File: src/rtl/rwps_ram.sv
// Generic single-write, single-read RAM with registered read data.
`timescale 1ns / 1ps
module rwps_ram #(
   parameter int WIDTH = 8,
   parameter int DEPTH = 16
) (
   input  logic                     clock,
   input  logic                     we,
   input  logic [$clog2(DEPTH)-1:0] waddr,
   input  logic [WIDTH-1:0]         wdata,
   input  logic [$clog2(DEPTH)-1:0] raddr,
   output logic [WIDTH-1:0]         rdata
);

   logic [WIDTH-1:0] mem [DEPTH];
   logic [WIDTH-1:0] rdata_ff;

   always_ff @(posedge clock) begin
      if (we) begin
         mem[waddr] <= wdata;
      end
      rdata_ff <= mem[raddr];
   end

   assign rdata = rdata_ff;

endmodule

File: config.mk
export PLATFORM = sky130hd
export DESIGN_NAME = rwps_ram
export DESIGN_NICKNAME = d
export VERILOG_FILES = /design/src/rtl/rwps_ram.sv
export SDC_FILE = /design/constraint.sdc
export NUM_CORES = 1
export LEC_CHECK = 0
export BUFFER_PORTS_ARGS = -buffer_cell sky130_fd_sc_hd__clkbuf_2
export CORE_ASPECT_RATIO = 0.8
export CORE_MARGIN = 10
export CORE_UTILIZATION = 40
export DETAILED_ROUTE_END_ITERATION = 16
export GPL_TIMING_DRIVEN = 0
export PLACE_DENSITY = 0.66
export SYNTH_ARGS = -nofsm -noshare
export SYNTH_HDL_FRONTEND = slang
export SYNTH_SLANG_ARGS = --single-unit
File: constraint.sdc
create_clock -name clock -period 1.97 [get_ports clock]
set_input_delay 0 -clock clock [delete_from_list [all_inputs] [get_ports clock]]
set_output_delay 0 -clock clock [all_outputs]
set_load 0.01 [all_outputs]
After elaboration in Yosys (flattened, before gate mapping)
Memory sizes are Yosys's and may differ from the RTL's. A register that Yosys moved wholly into a read port is not among the register bits.
Cells that the tools add are included.
W data, S select, Z words.
- muxes and demuxes: 2
- operator list (operator ; count):
    $mux W1 ; 2
- RAM bits: 128
- memories kept: 1
- output and inout port bits: 8
- bits of input ports: 18
- bits in registers: 0
- word-level logic and storage cells: 3
- memory list (name ; words ; bits a word ; read ports ; clocked after memory_dff ; wr ports ; RTL line ; RTL):
    mem ; 16 ; 8 ; 1 ; 1 ; 1 ; 15 ; logic [WIDTH-1:0] mem [DEPTH];

Depth between registers and ports, before layout
Gate-level depths: netlist (run 1).
- depth after elaboration: 2
- mapped depth: 5
- gate-level depth less buffers: 3

Worst setup path after synthesis (run 1)
OpenSTA, ideal clock, no wires.
- path type: input -> register
- start point: input waddr[2]
- end point: memory mem[0][0], enable pin
- setup slack: 0.477 ns
- stages on the path: 2
- setup time: 0.383 ns
- data required time: 1.587 ns
- path buffers: 0
- arrival: 1.110 ns
- cells stage by stage: or3b_2 nor3_1
- RTL lines (item ; RTL line ; RTL):
    start: declaration ; 9 ; input logic [$clog2(DEPTH)-1:0] waddr,
    end: declaration ; 15 ;
Straight into the memory's write port.

==> results of run 1 <==
## cell type report
cell class / instances / area [um^2]
fill: 999 / 6281
sequential: 136 / 4004
multi-input combinational: 83 / 1057
clock buffer: 20 / 436.7
tap: 171 / 214.0
clock inverter: 12 / 180.2
timing repair buffer: 25 / 127.6
buffer: 10 / 86.33
## where the power goes
part	internal (mW)	leakage (nW)	total [mW]	switching, mW
clock	2.22	0.302	3.32	1.10
combinational	0.128	0.523	0.319	0.190
sequential	3.24	1.22	3.25	0.0156
total	5.59	2.05	6.89	1.30
## routing by layer
layer	vias up	share of wire [%]	global-route usage [%]	wire length [um]
li1	1064	-	-	-
met1	1263	46	16.39	4758
met2	62	46	18.08	4834
met3	15	6.3	3.578	660
met4	0	1.8	4.931	185
met5	-	0	0	0
## kinds of logic (layout without fill, tap and decap cells)
| family | Yosys count | in the layout | share of synthesized area [%] |
|---|---|---|---|
| mux | 32 | 32 | 15.02 |
| compound gates | 16 | 16 | 2.334 |
| flops | 136 | 136 | 77.78 |
| buf+inv | 10 | 67 | 1.677 |
| simple gates | 35 | 35 | 3.184 |
## synth_stat cells
cell type	n
buf_4	1
nor3_1	4
dfxtp_1	8
nand3b_1	2
a22oi_1	16
nand3_1	1
buf_2	3
or3b_2	1
nor2_1	13
nand2_1	9
edfxtp_1	128
buf_6	3
and2b_1	1
nor2b_1	1
mux4_1	14
and2_1	1
nand2b_1	2
mux4_2	18
clkdlybuf4s25_2	3
## worst max-delay path: stages (launching register included)
cell and delay [ns]:
edfxtp_1 0.36, mux4_1 0.57, a22oi_1 0.29, nand2_1 0.10
## state kept, by name (all words and copies together) (netlist names)
| register | count |
|---|---|
| mem | 128 |
| rdata | 8 |
## worst max path at each step
stage	from	end	slack [ns]	depth (start not counted)
final	mem[5][0]	rdata[0]	0.54	3
after global routing	waddr[3]	mem[4][0]	0.49	3
after global placement	waddr[2]	mem[0][7]	-0.11	3
after CTS	waddr[2]	mem[0][1]	0.30	3
after detailed placement	waddr[2]	mem[0][7]	-0.13	3
after floorplan	waddr[2]	mem[0][0]	0.48	2
## metrics by stage
stage                     hold slack [ns]  setup TNS, ns
after floorplan                   0.09887              0
after global placement             0.3926        -0.8736
after detailed placement           0.3928         -1.001
after CTS                         0.05414              0
after global routing              0.06243              0
final                             0.05088              0
==> flow_summary.toml, run 1 <==
[flow_run]
drv_cap = 0

[sta]
drv_slew = 0
worst_pin_slew_ns = 1.301
layout_min_cycle_time_ns = 1.435
clock_skew_ns = 0.006293
rsz0062_at_grt = "false"
slew_headroom_pct = 12.63
fmax_mhz = 697.0
setup_slack_ns = 0.5353
setup_viol_count_final = 0
hold_viol = 0
post-route-period-util_pct = 72.83

[route]
drc = 0
vias = 2404
routed_wl_um = 10440
drt_first_pass_iters = 5
antenna_left = 0
drt-initial-drc-count = 172
vias_per_cell = 5.260
avgRoutedWirePerCell_um = 22.84

[setup_path]
cp-end-kind = "flop"
worstPathMaxFanout = 1
critPathLaunchType = "flop"
r2r_slack_ns = 0.54
worstSetupPathType = "flop to flop"
cp.required_ns = 2.25
r2r_cells = 3
rr_startpoint = "mem[5][0]"
worstPathArrival_ns = 1.72
r2r-end = "rdata[0]"

[die]
die_h_um = 121.5
rows = 36
ios = 26
dieArea_um2 = 17830
core_region_area_um2 = 12390
die_w_um = 146.8
start_util_pct = 41.56

[cells_and_area]
final_area_um2 = 6106
final_nets = 291
area_growth_pct = 18.62
fin_util_pct = 49.29
num_antenna_cells = 0
layout_common_cells = "128 x edfxtp_1, 24 x clkbuf_2, 18 x mux4_2"
drive_gt1_share_pct = 27.62
final_common_cell = "edfxtp_1"
fin_cells = 457

[min_path]
worstHoldPathCells = 2
worstHoldPathType = "input pin to flop"
min_from = "waddr[0]"
hold_end = "mem[0][2]"

[grt]
grtUsageTotal_pct = 12.14
grt_start_max_net_pins = 17
grt_pass1_vias = 2557
grt_overflow_total = 0
antenna_found_initial = 0
grt_pass1_wl_um = 15680

[cts]
cts_setup_buffers = 0
root_buffer = "clkbuf_16"
clock_latency_ns = 0.41
cts_resized = 0
hold_buffers = 0
h-tree-depth = 4
cts_sinks = 136
cts.clk_slew.worst_paths_ns = 0.05
cts_buffers = 17
clockBufferDepth = 2
cts_tree = "yes"

[yosys]
synth_seq_cells = 136
mappedNetlistArea_um2 = 5147
ys_seq_area_share_pct = 77.78
synth_area_leader_cell = "edfxtp_1"
synth.distinct_cells = 19
yosysTopAreaCellShare_pct = 74.67
synthCells = 229
synthTopCellsByArea = "edfxtp_1 75%, mux4_2 7.9%, mux4_1 7.1%, dfxtp_1 3.1%, a22oi_1 2.3%"
syn-num-nets = 247
syn_avg_cell_area_um2 = 22.48
yosysWarnings = 0

[power_and_ir_drop]
leakagePower_nw = 2.049
peakVddDrop_v = 0.0006790
total_power_mw = 6.889
power_density_nw_per_um2 = 1128

[placement]
pre_cts_slack_ns = -0.1256
place_area_um2 = 5482
dp.cells = 424
gp_congestion = 0.7575
numPortBuffers = 24
hpwl_um = 6543

[status]
outcome = "complete, no violations"
Power figures use the tool's default switching activity.
==> run 2, diff against run 1 <==
--- a/config.mk
+++ b/config.mk
@@ -11,7 +11,7 @@
 export CORE_UTILIZATION = 40
 export DETAILED_ROUTE_END_ITERATION = 16
 export GPL_TIMING_DRIVEN = 0
-export PLACE_DENSITY = 0.66
+export PLACE_DENSITY = 0.68
 export SYNTH_ARGS = -nofsm -noshare
 export SYNTH_HDL_FRONTEND = slang
 export SYNTH_SLANG_ARGS = --single-unit
==> constraint.sdc (replaced) <==
create_clock -name clock -period 1.3 [get_ports clock]
set_input_delay 0 -clock clock [delete_from_list [all_inputs] [get_ports clock]]
set_output_delay 0 -clock clock [all_outputs]
set_load 0.01 [all_outputs]
==> flow_summary.toml, run 2 (synthesis results as in run 1) <==
[sta]
setup_viol_count_final = 0
clock_skew_ns = 0.01281
setup_tns_ns = 0
hold_viol = 0
post-route-period-util_pct = 99.63
slew_headroom_pct = 43.41
fmax_mhz = 772.1
drv_slew = 0
hold_ws_ns = 0.03679
rsz0062_at_grt = "true"
worst_pin_slew_ns = 0.8443
layout_min_cycle_time_ns = 1.295

[power_and_ir_drop]
power_density_nw_per_um2 = 1648
peakVddDrop_v = 0.001159
combPwrFrac_pct = 5.0
leakagePower_nw = 1.992
p_int_mw = 8.072
p_clk_share_pct = 45.6
switching_share_pct = 19.24
total_power_mw = 9.995
pwr-share-seq_pct = 49.3
p_switching_mw = 1.923

[setup_path]
rr_startpoint = "mem[7][2]"
critPathLaunchType = "flop"
cp-end-kind = "flop"
r2r_slack_ns = 0.005
critPathMaxStageDelay_ns = 0.53
cp.required_ns = 1.59
r2r-end = "rdata[2]"
path_cells = "mux4_2, a22oi_1, nand2_1"
crit_buf_inv = 0
worstSetupPathType = "flop to flop"
worstPathArrival_ns = 1.59
critical_path.slowest_cell = "mux4_2"
worstPathMaxFanout = 1
cpLargestDelayFamily = "multiplexers"
r2r_cells = 3

[min_path]
worstHoldPathType = "input pin to flop"
min_from = "wdata[5]"
worstHoldPathCells = 1
hold_end = "mem[7][5]"

[die]
dieArea_um2 = 17830
rows = 36
core_region_area_um2 = 12390
ios = 26
die_h_um = 121.5
start_util_pct = 41.56
die_w_um = 146.8

[placement]
numPortBuffers = 24
gp_congestion = 0.7402
place_area_um2 = 5487
hpwl_um = 6625

[cells_and_area]
final_area_um2 = 6063
final_common_cell = "edfxtp_1"
nFillCells = 984
layout_common_cells = "128 x edfxtp_1, 26 x mux4_2, 24 x clkbuf_2"
largest-register = "mem"
area_growth_pct = 17.79
final_nets = 290
largest_register_ffs = 128
drive_gt1_share_pct = 33.33
num_antenna_cells = 0

[cts]
hold_buffers = 0
cts.clk_slew.worst_paths_ns = 0.05
cts_sinks = 136
clock_latency_ns = 0.41
cts_tree = "yes"
root_buffer = "clkbuf_16"
cts_buffers = 17
clockBufferDepth = 2
h-tree-depth = 4

[flow_run]
drv_cap = 0

[route]
routed_wl_um = 10420
antenna_left = 0
drt-initial-drc-count = 262
avgRoutedWirePerCell_um = 22.86
vias = 2483
vias_per_cell = 5.445
drt_first_pass_iters = 5
drc = 0

[grt]
grt_overflow_total = 0
gr-usage-met3_pct = 4.249
use_met1_pct = 16.85
antenna_found_initial = 0
grt_pass1_vias = 2483
global_route.usage.met2_pct = 17.18
grt-busiest-layer = "met2"
grt_start_max_net_pins = 17
grtUsageTotal_pct = 12.12
grt_pass1_wl_um = 15660

[status]
outcome = "complete, no violations"
-- run 2: area by class of cell --
| cell class | instances | area (um^2) | area share [%] |
|---|---|---|---|
| flip-flops and latches | 136 | 4004 | 66.03 |
| multi-input cells | 83 | 1072 | 17.68 |
| clock buffers | 27 | 493.0 | 8.130 |
| well taps | 171 | 214.0 | 3.529 |
| repair buffers | 24 | 120.1 | 1.981 |
| plain buffers | 10 | 86.33 | 1.424 |
| clock inverters | 5 | 73.82 | 1.217 |
-- run 2: layer usage --
metal / up-vias / share of wire (%)
li1: 1053 / -
met1: 1302 / 44
met2: 112 / 45
met3: 16 / 8.9
met4: 0 / 1.5
met5: - / 0
-- run 2: power by group through the flow --
stage	combinational, mW	sequential (mW)	clock (mW)
detailed placement	0.489	5.02	0
global route	0.544	4.94	4.81
CTS	0.505	4.93	4.62
finish	0.503	4.93	4.56
floorplan	0.249	5.03	0
global placement	0.481	5.01	0
-- run 2: worst max-delay path by stage --
stage	start	endpoint	slack, ns	cells past startpoint
finish	mem[7][2]	rdata[2]	0.005	3
detailed placement	waddr[3]	mem[4][6]	-0.49	3
CTS	mem[0][0]	rdata[0]	-0.0005	3
global placement	waddr[3]	mem[4][0]	-0.46	3
floorplan	waddr[2]	mem[3][0]	0.03	2
global route	mem[7][0]	rdata[0]	-0.06	3
-- run 2: timing repair --
action	in CTS	in global routing
cloned	0	0
buffers inserted	0	0
endpoints found under the setup margin	15	40
pin swaps	2	3
resized for setup	13	4
-- run 2: metrics by stage --
stage               cells  setup slack [ns]  utilization, %
finish                456          0.004853           48.95
global route          456          -0.05514           48.95
CTS                   456        -0.0005287           48.83
detailed placement    424           -0.4919           44.29
global placement      424           -0.4605           44.29
floorplan             229           0.03385               -
