===== config.mk =====
export PLATFORM = sky130hd
export DESIGN_NAME = rwps_mod_unit
export DESIGN_NICKNAME = d
export VERILOG_FILES = /design/src/rtl/rwps_pkg.sv /design/src/rtl/rwps_mod_unit.sv
export SDC_FILE = /design/constraint.sdc
export NUM_CORES = 1
export LEC_CHECK = 0
export ABC_CLOCK_PERIOD_IN_PS = 3550
export BUFFER_PORTS_ARGS = -buffer_cell sky130_fd_sc_hd__buf_2
export CORE_ASPECT_RATIO = 1.4
export CORE_UTILIZATION = 30
export DETAILED_ROUTE_END_ITERATION = 8
export SKIP_CTS_REPAIR_TIMING = 1
export SLEW_MARGIN = 20
export SYNTH_ARGS = -nofsm -noshare
export SYNTH_HDL_FRONTEND = slang
export SYNTH_SLANG_ARGS = --single-unit

===== constraint.sdc =====
create_clock -name clock -period 3.55 [get_ports clock]
set_input_delay 0.5325 -clock clock [delete_from_list [all_inputs] [get_ports clock]]
set_output_delay 0.5325 -clock clock [all_outputs]
set_load 0.01 [all_outputs]

===== src/rtl/rwps_pkg.sv =====
// Shared constants, types and state encoding for the roulette-wheel parent selector.
`timescale 1ns / 1ps
package rwps_pkg;

   localparam int POP_MAX  = 256;
   localparam int IDX_W    = $clog2(POP_MAX);
   localparam int CNT_W    = $clog2(POP_MAX + 1);
   localparam int CFG_W    = 9;
   localparam int MARK_W   = 24;
   localparam int RAND_W   = 32;
   localparam int SUM_W    = MARK_W + IDX_W + 1;
   localparam int PROD_W   = CNT_W + MARK_W + 2;
   localparam int PIDX_W   = 8;
   localparam int ADDR_W   = 3;
   localparam int DATA_W   = 32;

   localparam logic [CFG_W-1:0] POP_SIZE_RESET = CFG_W'(256);

   localparam logic CSR_POP_SIZE = 1'b0;

   localparam logic REQ_LOAD = 1'b0;
   localparam logic REQ_DRAW = 1'b1;

   typedef enum logic [5:0] {
      S_IDLE   = 6'b000001,
      S_TOTAL  = 6'b000010,
      S_DIV    = 6'b000100,
      S_PROBE  = 6'b001000,
      S_CMP    = 6'b010000,
      S_FINISH = 6'b100000
   } state_type;

endpackage


===== src/rtl/rwps_mod_unit.sv =====
// Iterative restoring remainder unit: one quotient bit per cycle.
`timescale 1ns / 1ps
module rwps_mod_unit (
   input  logic                        clock,
   input  logic                        reset,
   input  logic                        start,
   input  logic [rwps_pkg::RAND_W-1:0] dividend,
   input  logic [rwps_pkg::SUM_W-1:0]  divisor,
   output logic                        done,
   output logic [rwps_pkg::SUM_W-1:0]  remainder
);
   import rwps_pkg::*;

   localparam int STEP_W = $clog2(RAND_W);

   logic                run_ff, run_in;
   logic [STEP_W-1:0]   step_ff, step_in;
   logic [RAND_W-1:0]   dvd_ff, dvd_in;
   logic [SUM_W-1:0]    dvs_ff, dvs_in;
   logic [SUM_W-1:0]    rem_ff, rem_in;
   logic [SUM_W:0]      shifted;
   logic [SUM_W:0]      trial;
   logic                last_step;

   assign shifted   = {rem_ff, dvd_ff[RAND_W-1]};
   assign trial     = shifted - {1'b0, dvs_ff};
   assign last_step = (step_ff == STEP_W'(RAND_W - 1));

   always_comb begin
      run_in  = run_ff;
      step_in = step_ff;
      dvd_in  = dvd_ff;
      dvs_in  = dvs_ff;
      rem_in  = rem_ff;
      if (start) begin
         run_in  = 1'b1;
         step_in = '0;
         dvd_in  = dividend;
         dvs_in  = divisor;
         rem_in  = '0;
      end else if (run_ff) begin
         dvd_in  = {dvd_ff[RAND_W-2:0], 1'b0};
         step_in = step_ff + STEP_W'(1);
         rem_in  = trial[SUM_W] ? shifted[SUM_W-1:0] : trial[SUM_W-1:0];
         if (last_step) begin
            run_in = 1'b0;
         end
      end
   end

   always_ff @(posedge clock) begin
      if (reset) begin
         run_ff  <= 1'b0;
         step_ff <= '0;
      end else begin
         run_ff  <= run_in;
         step_ff <= step_in;
      end
      dvd_ff <= dvd_in;
      dvs_ff <= dvs_in;
      rem_ff <= rem_in;
   end

   assign done      = run_ff && last_step;
   assign remainder = rem_ff;

   property p_rem_below_divisor;
      @(posedge clock) disable iff (reset)
         (run_ff && !start && dvs_ff != '0) |=> (rem_ff < dvs_ff);
   endproperty
   a_rem_below_divisor: assert property (p_rem_below_divisor)
      else $error("remainder not reduced below divisor");

   property p_done_ends_run;
      @(posedge clock) disable iff (reset)
         (done && !start) |=> !run_ff;
   endproperty
   a_done_ends_run: assert property (p_done_ends_run)
      else $error("remainder unit still running after done");

   property p_done_once;
      @(posedge clock) disable iff (reset)
         done |=> !done;
   endproperty
   a_done_once: assert property (p_done_once)
      else $error("remainder unit done held for two cycles");

endmodule


* Word level (Yosys, flattened, before mapping)
Cells that the tools add are included.
** Storage, ports and cells
- Output and inout bits :: 34
- Input bits :: 68
- Flip-flop bits (word level) :: 104
** Cells by class
- Mux-type cells :: 6
- Add/subtract/negate cells :: 2
- Equality and inequality tests :: 1
- Reductions and logical operators :: 3
** Operator list (number)
- $mux 32 :: 2
- $sub 34x33->34 :: 1
- $mux 33 :: 1
- $add 5x1->5 const B :: 1
- $eq 5x5->1 const B :: 1
- $mux 1 :: 3
- $reduce_bool 2->1 :: 1
- $reduce_or 2->1 :: 1
- $logic_and 1x1->1 :: 1

* Logic depth before layout (Yosys ltp)
Gate-level depths: netlist of run 1.
- Depth in word-level cells :: 4
- Gate-level depth with buffers :: 14
- Mapped depth without buffers :: 13

* Worst setup path before layout of run 1
Ideal clock, no wire load.
- Path kind :: reg2reg
- Start point :: register rem_ff[0] (netlist: remainder[0])
- End point :: register rem_ff[24] (netlist: remainder[24])
- Stages on the path, launching flop included :: 13
- Setup time :: 0.116 ns
- Slack :: 0.764 ns
- Data arrival time :: 2.670 ns
- Cell sequence :: dfxtp_1 > inv_1 > fa_1 > nor2b_1 > o31ai_1 > a311o_1 > o21ba_2 > o21a_1 > o21ai_0 > a32o_1 > a31oi_1 > xnor2_1 > a41o_1
** On the way
- Word-level cells in the longest chain between the ends :: 2
** Ends and longest elaborated chain
- start: declaration :: line rwps_mod_unit.sv:20 : logic [SUM_W-1:0] rem_ff, rem_in;
- start signal: assignment :: line rwps_mod_unit.sv:61 : rem_ff <= rem_in;
- $sub 34x33->34 :: line rwps_mod_unit.sv:26 : assign trial = shifted - {1'b0, dvs_ff};
- $mux 33 :: line rwps_mod_unit.sv:44 : rem_in = trial[SUM_W] ? shifted[SUM_W-1:0] : trial[SUM_W-1:0];
Every way passes these cells.
A chain may end at the register's enable or synchronous reset.

* Worst setup path after layout of run 1
- Start point :: register dvd_ff[31]
- End point :: register rem_ff[24] (netlist: remainder[24])
** On the way
- Word-level cells in the longest chain between the ends :: 2
** Ends and longest elaborated chain
- start: declaration :: line rwps_mod_unit.sv:18 : logic [RAND_W-1:0] dvd_ff, dvd_in;
- start signal: assignment :: line rwps_mod_unit.sv:59 : dvd_ff <= dvd_in;
- $sub 34x33->34 :: line rwps_mod_unit.sv:26
- $mux 33 :: line rwps_mod_unit.sv:44
Every way passes these cells.

==> impl_metrics.toml, run 1 <==
[sta]
final_max_slew_viol_count = 0
holdWs_ps = 350
finClkSkew_ps = 7.88
slew_headroom_pct = 55.0
fin_tns_setup_ps = 0
hold_violations = 0
final.min_clock_period_ps = 3070
rsz0062_at_grt = "no"
worst_slew_pin_slew_ps = 668
fin_crit_sh_pct = 86.4
fmax_mhz = 326
setup_viol = 0

[finish]
fin_cells = 910
fill_cells = 1967
nNetsFinal = 761
drive_gt1_share_pct = 25.4
final_common_cell = "buf_2"
syn2layout_area_growth_pct = 16.6
diodes = 0
final_cell_mix = "buf_2 (100), edfxtp_1 (65), nor2_1 (55)"

[logic_synthesis]
synth_area_per_cell_sq_um = 10.7
syn_inst = 564
synthArstFlopShare_pct = 0
yosys.area.top_type_share_pct = 32.4
syn_nets = 668
synth_edf_count = 65
ys_seq_elements = 104
synth_top_area_cell = "edfxtp_1"
ys_seq_area_share_pct = 45.4
synthTopCellsByArea = "edfxtp_1 (32%), dfxtp_1 (13%), ha_1 (7.3%), mux2_2 (5.8%), mux2i_1 (4.8%)"
netlist_area_sq_mm = 0.00602
yosysWarnings = 0
synth_top_flop_cell = "edfxtp_1"
yosysUniqueCellTypes = 61

[global_route]
grt_pass1_vias = 4400
grt_start_max_net_pins = 46
grt_antenna_before_repair = 0
track_usage_pct = 13.6
grt_pass1_wl_um = 21900
grt-ovfl-total = 0

[cts]
clock_latency_ps = 350
clock-root-buffer = "clkbuf_16"
cts_tree = "built"
cts_buffer_depth = 2
numCtsBuffers = 9
htreeDepth = 3
cts.clk_slew.worst_paths_ps = 70
cts.sinks = 104

[floorplanning]
fp.dieH_um = 170
ios = 102
fp.dieArea_sq_mm = 0.0206
start_util_pct = 31.0
fp-row-count = 60
chipWidth_um = 122
coreArea_sq_mm = 0.0194

[worst_setup_path]
crit_path_max_fanout = 4
start_kind = "flop"
path_delay_family = "compound AO/OA/AOI/OAI gates"
required_ps = 3790
path_cells = "inv_1 > ha_1 > fa_1 > nor2b_1 > o31ai_1 > a311o_1 > o21ba_2 > o21a_1 > o21ai_0 > a32o_1 > a31oi_1 > xnor2_1 > a41o_1"
max_stage_delay_ps = 400
path_buf_inv = 1
critical_path_class = "reg2reg"
crit_slowest_cell = "fa_1"
worstSetupEndpointType = "flop"
worstPathArrival_ps = 3310

[drt]
route.met2.wl_um = 6580
ant_nets = 0
drt-total-wl_um = 13300
top_layer_used = "met4"
first_iter_violations = 230
wl_met3_um = 826
route.vias.total = 4406
wl_per_cell_um = 14.6
drcViolationCount = 0
m1WireLength_um = 5560
firstDrtPassIters = 4
via_per_inst = 4.84

[power]
p_sw_uw = 989
power_density_mw_per_mm2 = 464
p_sw_share_pct = 30.4
power_frac_seq_pct = 45.1
comb_power_share_pct = 26.2
leakagePower_uw = 0.00299
internal_power_uw = 2270
pwr-share-clk_pct = 28.6
irDropWorstVdd_mv = 0.218

[run_status]
status = "finished clean"

[placement]
port_buffers = 101
dp_hpwl_um = 9890
place.gp.congestion = 0.883
placed_cells = 894

[flow_run]
drv_cap = 0

[worst_hold_path]
hold_class = "in2reg"
worst reg2reg max path: cells and delay by family (launching register included):
kind / cells / cell delay, ps
flip-flops: 1 / 320
AO/OA/AOI/OAI: 8 / 1670
XOR/XNOR: 1 / 150
AND/OR/NAND/NOR: 1 / 180
adder cells (fa/ha/maj): 2 / 610
buffers and inverters: 1 / 50
worst paths after layout:
path | start | to | slack, ps | depth (start not counted)
worst max-delay path | dvd_ff[31] | remainder[24] | 480 | 13
worst min-delay path | divisor[30] | dvs_ff[30] | 350 | 1
worst max register to register | dvd_ff[31] | remainder[24] | 480 | 13
worst min register to register | remainder[12] | remainder[12] | 520 | 2
power by group through the flow:
stage	clock [uW]	combinational, uW	sequential [uW]
floorplan	0	654	1490
global placement	0	856	1500
CTS	974	862	1470
finish	931	854	1470
detailed placement	0	858	1500
global route	1010	948	1490
cell families after synthesis:
family	share of synthesized area [%]
adder cells (fa/ha/maj)	7.61
multiplexers	10.8
flip-flops	45.4
AO/OA/AOI/OAI	16.6
AND/OR/NAND/NOR	9.64
XOR/XNOR	4.82
buffers and inverters	5.15
synthesized netlist by cell type (all sizes together) (2+ instances only):
master   n
nand2   26
a21oi   31
inv     43
and3     3
nor2    56
o41ai    2
xor2     7
nand3   13
nor3     8
a211oi  30
a31oi    6
dfxtp   39
clkbuf  22
o211a    2
a311oi   2
a41o     2
xnor2   24
o21ba    2
and2     2
a21o    14
o21a     7
nand2b   7
o31ai    3
o221a    2
mux2i   29
edfxtp  65
nor2b    2
o21ai   13
o21bai   6
ha      35
a31o     2
o211ai   4
buf      4
nand4    6
mux2    32
per-layer routing:
layer | track usage, % | up-vias
met3 | 3.97 | 15
met1 | 15.5 | 2034
met2 | 23.4 | 105
met4 | 5.69 | 0
li1 | - | 2252
met5 | 0 | -
stage by stage:
stage	util [%]	total power [uW]	area, sq um	worst slack, ps
2_1_floorplan	-	2140	6020	764
3_3_place_gp	34.7	2350	6740	554
3_5_place_dp	34.7	2350	6740	516
4_1_cts	36.1	3310	7020	504
5_1_grt	36.1	3450	7020	278
6_report	36.1	3250	7020	483
cell type report:
| type | instances | area, sq um | share of cell area [%] |
|---|---|---|---|
| Clock buffer | 9 | 225 | 3.21 |
| Inverter | 43 | 161 | 2.30 |
| Timing Repair Buffer | 108 | 561 | 7.99 |
| Multi-Input combinational cell | 391 | 2980 | 42.4 |
| Tap cell | 248 | 310 | 4.42 |
| Sequential cell | 104 | 2730 | 39.0 |
| Clock inverter | 7 | 48.8 | 0.695 |
sequential cells by signal, summed over array words and instances, names as in the netlist:
| signal | cells |
|---|---|
| dvs_ff | 33 |
| remainder | 33 |
| dvd_ff | 32 |
| step_ff | 5 |
| run_ff | 1 |
No activity file was read; power rests on OpenSTA's default activity.
==> inputs of run 2 (changes only) <==
--- a/config.mk
+++ b/config.mk
@@ -7,7 +7,7 @@
 export LEC_CHECK = 0
 export ABC_CLOCK_PERIOD_IN_PS = 3550
 export BUFFER_PORTS_ARGS = -buffer_cell sky130_fd_sc_hd__buf_2
-export CORE_ASPECT_RATIO = 1.4
+export CORE_ASPECT_RATIO = 1.75
 export CORE_UTILIZATION = 30
 export DETAILED_ROUTE_END_ITERATION = 8
 export SKIP_CTS_REPAIR_TIMING = 1
==> constraint.sdc (replaced) <==
create_clock -name clock -period 3.55 [get_ports clock]
set_input_delay 0.1775 -clock clock [delete_from_list [all_inputs] [get_ports clock]]
set_output_delay 0.1775 -clock clock [all_outputs]
set_load 0.01 [all_outputs]
==> run 2 against run 1 <==
Compared with the run above: the flow now finishes with violations (hold timing); hold slack got worse by 350 ps; flip-flop and latch count did not move; critical path depth did not move; via count rose by 2.5%; first-iteration DRC count fell by 31%; total power rose by 2.9%; clock-buffer cell count rose by 1; sequential power barely moved; combinational power rose by 2%; die area barely moved; global-route usage rose by 0.40 points; wire length rose by 3.3%.
==> impl_metrics.toml, run 2 (synthesized netlist as in run 1, its figures left out) <==
[finish]
final_common_cell = "buf_2"
fin_cells = 931
register_area_sq_mm = 0.00273
fill_cells = 1968
finalInstanceArea_sq_mm = 0.00727
syn2layout_area_growth_pct = 20.8
nNetsFinal = 785
diodes = 0
multi_input_area_sq_mm = 0.00298
final_cell_mix = "buf_2 (100), edfxtp_1 (65), nor2_1 (55)"
drive_gt1_share_pct = 24.6

[sta]
fin_crit_sh_pct = 86.2
rsz0062_at_grt = "no"
hold_violations = 1
finClkSkew_ps = 17.3
worst_slew_pin_slew_ps = 862
holdWs_ps = -1.20
fin_tns_setup_ps = 0
final_max_slew_viol_count = 0
final.min_clock_period_ps = 3060
fmax_mhz = 327
slew_headroom_pct = 42.5
setup_viol = 0

[floorplanning]
chipWidth_um = 109
ios = 102
start_util_pct = 30.6
fp.dieArea_sq_mm = 0.0207
fp-row-count = 68
coreArea_sq_mm = 0.0197
fp.dieH_um = 189

[cts]
cts_buffer_depth = 2
clock_latency_ps = 360
htreeDepth = 3
cts.clk_slew.worst_paths_ps = 80
cts_tree = "built"
clock-root-buffer = "clkbuf_16"
cts.sinks = 104
numCtsBuffers = 9

[power]
irDropWorstVdd_mv = 0.345
power_density_mw_per_mm2 = 460
leakagePower_uw = 0.00310
total_power_uw = 3350

[placement]
place.gp.congestion = 0.862
port_buffers = 101
dpl-instance-area_sq_mm = 0.00674
placed_cells = 891
dp_hpwl_um = 10500

[worst_setup_path]
worstSetupEndpointType = "flop"
critical_path_class = "reg2reg"
worstPathArrival_ps = 3340
crit_path_max_fanout = 4
start_kind = "flop"
required_ps = 3830

[global_route]
grt_pass1_wl_um = 22300
grt_pass1_vias = 4534
grt_start_max_net_pins = 52
grt_antenna_before_repair = 0
track_usage_pct = 14.0
grt-ovfl-total = 0

[drt]
first_iter_violations = 159
via_per_inst = 4.85
wl_per_cell_um = 14.7
drt-total-wl_um = 13700
route.vias.total = 4515
ant_nets = 0
drcViolationCount = 0
firstDrtPassIters = 4

[run_status]
status = "finished, violations left"
violations = "hold timing"

[worst_hold_path]
hold_class = "in2reg"

[flow_run]
drv_cap = 0
## run 2: cell types whose count changed in the layout (fill, tap and decap cells not counted)
cell           previous run  this run
dlygate4sd3_1             0        24
clkinv_4                  4         1
clkinv_2                  2         0
inv_6                     0         2
inv_8                     0         2
clkbuf_8                  0         1
clkinv_1                  1         0
inv_4                     0         1
## run 2: routing by layer
layer	part of all wire (%)	GRT usage [%]	up-vias
met5	0	0	-
met4	2.7	6.70	0
met3	3.3	2.48	22
met2	55	26.1	77
met1	39	14.5	2114
li1	-	-	2302
## run 2: worst max-delay path, stage by stage (launching register included)
cell and delay (ps):
edfxtp_1 330, inv_1 50, ha_1 210, fa_1 400, nor2b_1 170, o31ai_1 100
a311o_1 300, o21ba_2 240, o211a_1 290, nor2_1 210, a41oi_1 170, xnor2_1 180
mux2i_1 90, a211oi_1 230
## run 2: where the power goes
part           total [uW]  internal [uW]  switching (uW)
combinational         870            403             467
sequential           1470           1400            70.1
clock                1000            513             492
## run 2: final cells by class
type / instances / share of cell area (%)
Multi-Input combinational cell: 391 / 40.9
Sequential cell: 104 / 37.6
Timing Repair Buffer: 132 / 11.0
Tap cell: 245 / 4.21
Clock buffer: 10 / 3.29
Inverter: 43 / 2.22
Clock inverter: 6 / 0.757
## run 2: stage by stage
step	hold slack, ps	setup WS (ps)	utilization (%)
floorplan	250	764	-
global placement	355	555	34.3
detailed placement	356	495	34.3
CTS	-28.6	477	35.8
global route	0.814	316	37.0
finish	-1.20	489	37.0
## run 2: final timing paths
kind	from	to	slack, ps	cells after the start
worst max-delay path	dvd_ff[31]	remainder[30]	490	13
worst min-delay path	divisor[10]	dvs_ff[10]	-1	1
worst max register to register	dvd_ff[31]	remainder[30]	490	13
worst min register to register	remainder[20]	remainder[20]	520	2
==> inputs of run 3 (changes only) <==
--- a/config.mk
+++ b/config.mk
@@ -5,11 +5,12 @@
 export SDC_FILE = /design/constraint.sdc
 export NUM_CORES = 1
 export LEC_CHECK = 0
-export ABC_CLOCK_PERIOD_IN_PS = 3550
+export ABC_CLOCK_PERIOD_IN_PS = 3400
 export BUFFER_PORTS_ARGS = -buffer_cell sky130_fd_sc_hd__buf_2
 export CORE_ASPECT_RATIO = 1.75
 export CORE_UTILIZATION = 30
 export DETAILED_ROUTE_END_ITERATION = 8
+export PLACE_DENSITY_LB_ADDON = 0.12
 export SKIP_CTS_REPAIR_TIMING = 1
 export SLEW_MARGIN = 20
 export SYNTH_ARGS = -nofsm -noshare
==> constraint.sdc (replaced) <==
create_clock -name clock -period 3.4 [get_ports clock]
set_input_delay 0.17 -clock clock [delete_from_list [all_inputs] [get_ports clock]]
set_output_delay 0.17 -clock clock [all_outputs]
set_load 0.01 [all_outputs]
==> run 3 against run 2 <==
Compared with the run above: the run now ends clean; hold slack improved by 57 ps; sequential power rose by 4%; cell area rose by 1.8%; flip-flop and latch count did not move; wire length rose by 4.2%; setup slack got worse by 150 ps.
==> impl_metrics.toml, run 3 (synthesized netlist as in run 1, its figures left out) <==
[finish]
drive_gt1_share_pct = 24.6
post-route-util_pct = 37.7
final_cell_mix = "buf_2 (100), edfxtp_1 (65), nor2_1 (55)"
final_common_cell = "buf_2"
syn2layout_area_growth_pct = 23.1
nNetsFinal = 798
diodes = 0

[sta]
rsz0062_at_grt = "no"
final.min_clock_period_ps = 3060
final_max_slew_viol_count = 0
fmax_mhz = 327
fin_crit_sh_pct = 89.9
slew_headroom_pct = 52.2
hold_violations = 0
worst_slew_pin_slew_ps = 709
fin_tns_setup_ps = 0
finClkSkew_ps = 15.0
setup_viol = 0

[worst_setup_path]
required_ps = 3660
start_kind = "flop"
critical_path_class = "reg2reg"
crit_path_max_fanout = 4
worstPathArrival_ps = 3320
worstSetupEndpointType = "flop"

[cts]
cts.clk_slew.worst_paths_ps = 80
cts_buffer_depth = 2
clock-root-buffer = "clkbuf_16"
cts.sinks = 104
htreeDepth = 3
numCtsBuffers = 9
clock_latency_ps = 360
cts_tree = "built"

[power]
leakagePower_uw = 0.00316
power_density_mw_per_mm2 = 480
total_power_uw = 3560
irDropWorstVdd_mv = 0.322

[drt]
first_iter_violations = 126
wl_per_cell_um = 15.1
route.vias.total = 4580
drt-total-wl_um = 14300
firstDrtPassIters = 4
drcViolationCount = 0
ant_nets = 0
via_per_inst = 4.85

[global_route]
grt_pass1_wl_um = 23200
grt_antenna_before_repair = 0
grt_start_max_net_pins = 51
grt-ovfl-total = 0
grt_pass1_vias = 4711
track_usage_pct = 14.6

[placement]
port_buffers = 101
place.gp.congestion = 0.847
dp_hpwl_um = 10800

[floorplanning]
ios = 102
fp.dieH_um = 189
coreArea_sq_mm = 0.0197
start_util_pct = 30.6
fp.dieArea_sq_mm = 0.0207
fp-row-count = 68
chipWidth_um = 109

[run_status]
status = "finished clean"

[flow_run]
drv_cap = 0

[worst_hold_path]
hold_class = "in2reg"
[run 3: final timing paths]
path            startpoint             to  slack (ps)  depth (start not counted)
min reg2reg  remainder[10]  remainder[10]         520                          2
max reg2reg     dvd_ff[31]  remainder[24]         340                         13
min                  reset         run_ff          60                          2
max             dvd_ff[31]  remainder[24]         340                         13
[run 3: routing by layer]
metal  global-route usage [%]  vias to the layer above  wire (um)
met4                     7.02                        0        411
met2                     26.7                       98       7620
li1                         -                     2320          -
met5                        0                        -          0
met3                     3.51                       21        622
met1                     15.2                     2141       5640
[run 3: critical path: stages, from the launching register on]
cell and delay, ps:
edfxtp_1 320, inv_1 50, ha_1 210, fa_1 410
nor2b_1 180, o31ai_1 100, a311o_1 300, o21ba_2 240
o21a_1 250, o21ai_0 230, a32o_1 170, a31oi_1 100
xnor2_1 160, a41o_1 250
[run 3: power by group]
group / total [uW] / leakage [uW] / switching [uW] / internal [uW]
Sequential: 1530 / 0.000967 / 68.1 / 1460
Combinational: 938 / 0.00205 / 501 / 436
Clock: 1090 / 0.000150 / 489 / 599
Total: 3560 / 0.00316 / 1060 / 2500
[run 3: cell type report]
cell class | instances | area, sq um
fillers | 1990 | 12200
multi-input cells | 391 | 2980
flip-flops and latches | 104 | 2730
repair buffers | 145 | 921
well taps | 245 | 307
clock buffers | 11 | 243
inverters | 43 | 161
clock inverters | 5 | 65.1
[run 3: stage by stage]
stage | cell area, sq um | hold slack [ps] | instances | setup slack, ps
finish | 7410 | 56.0 | 944 | 343
global route | 7410 | 58.6 | 944 | 107
CTS | 7080 | -39.5 | 911 | 329
detailed placement | 6770 | 348 | 895 | 359
global placement | 6770 | 348 | 895 | 349
floorplan | 6020 | 242 | 564 | 614
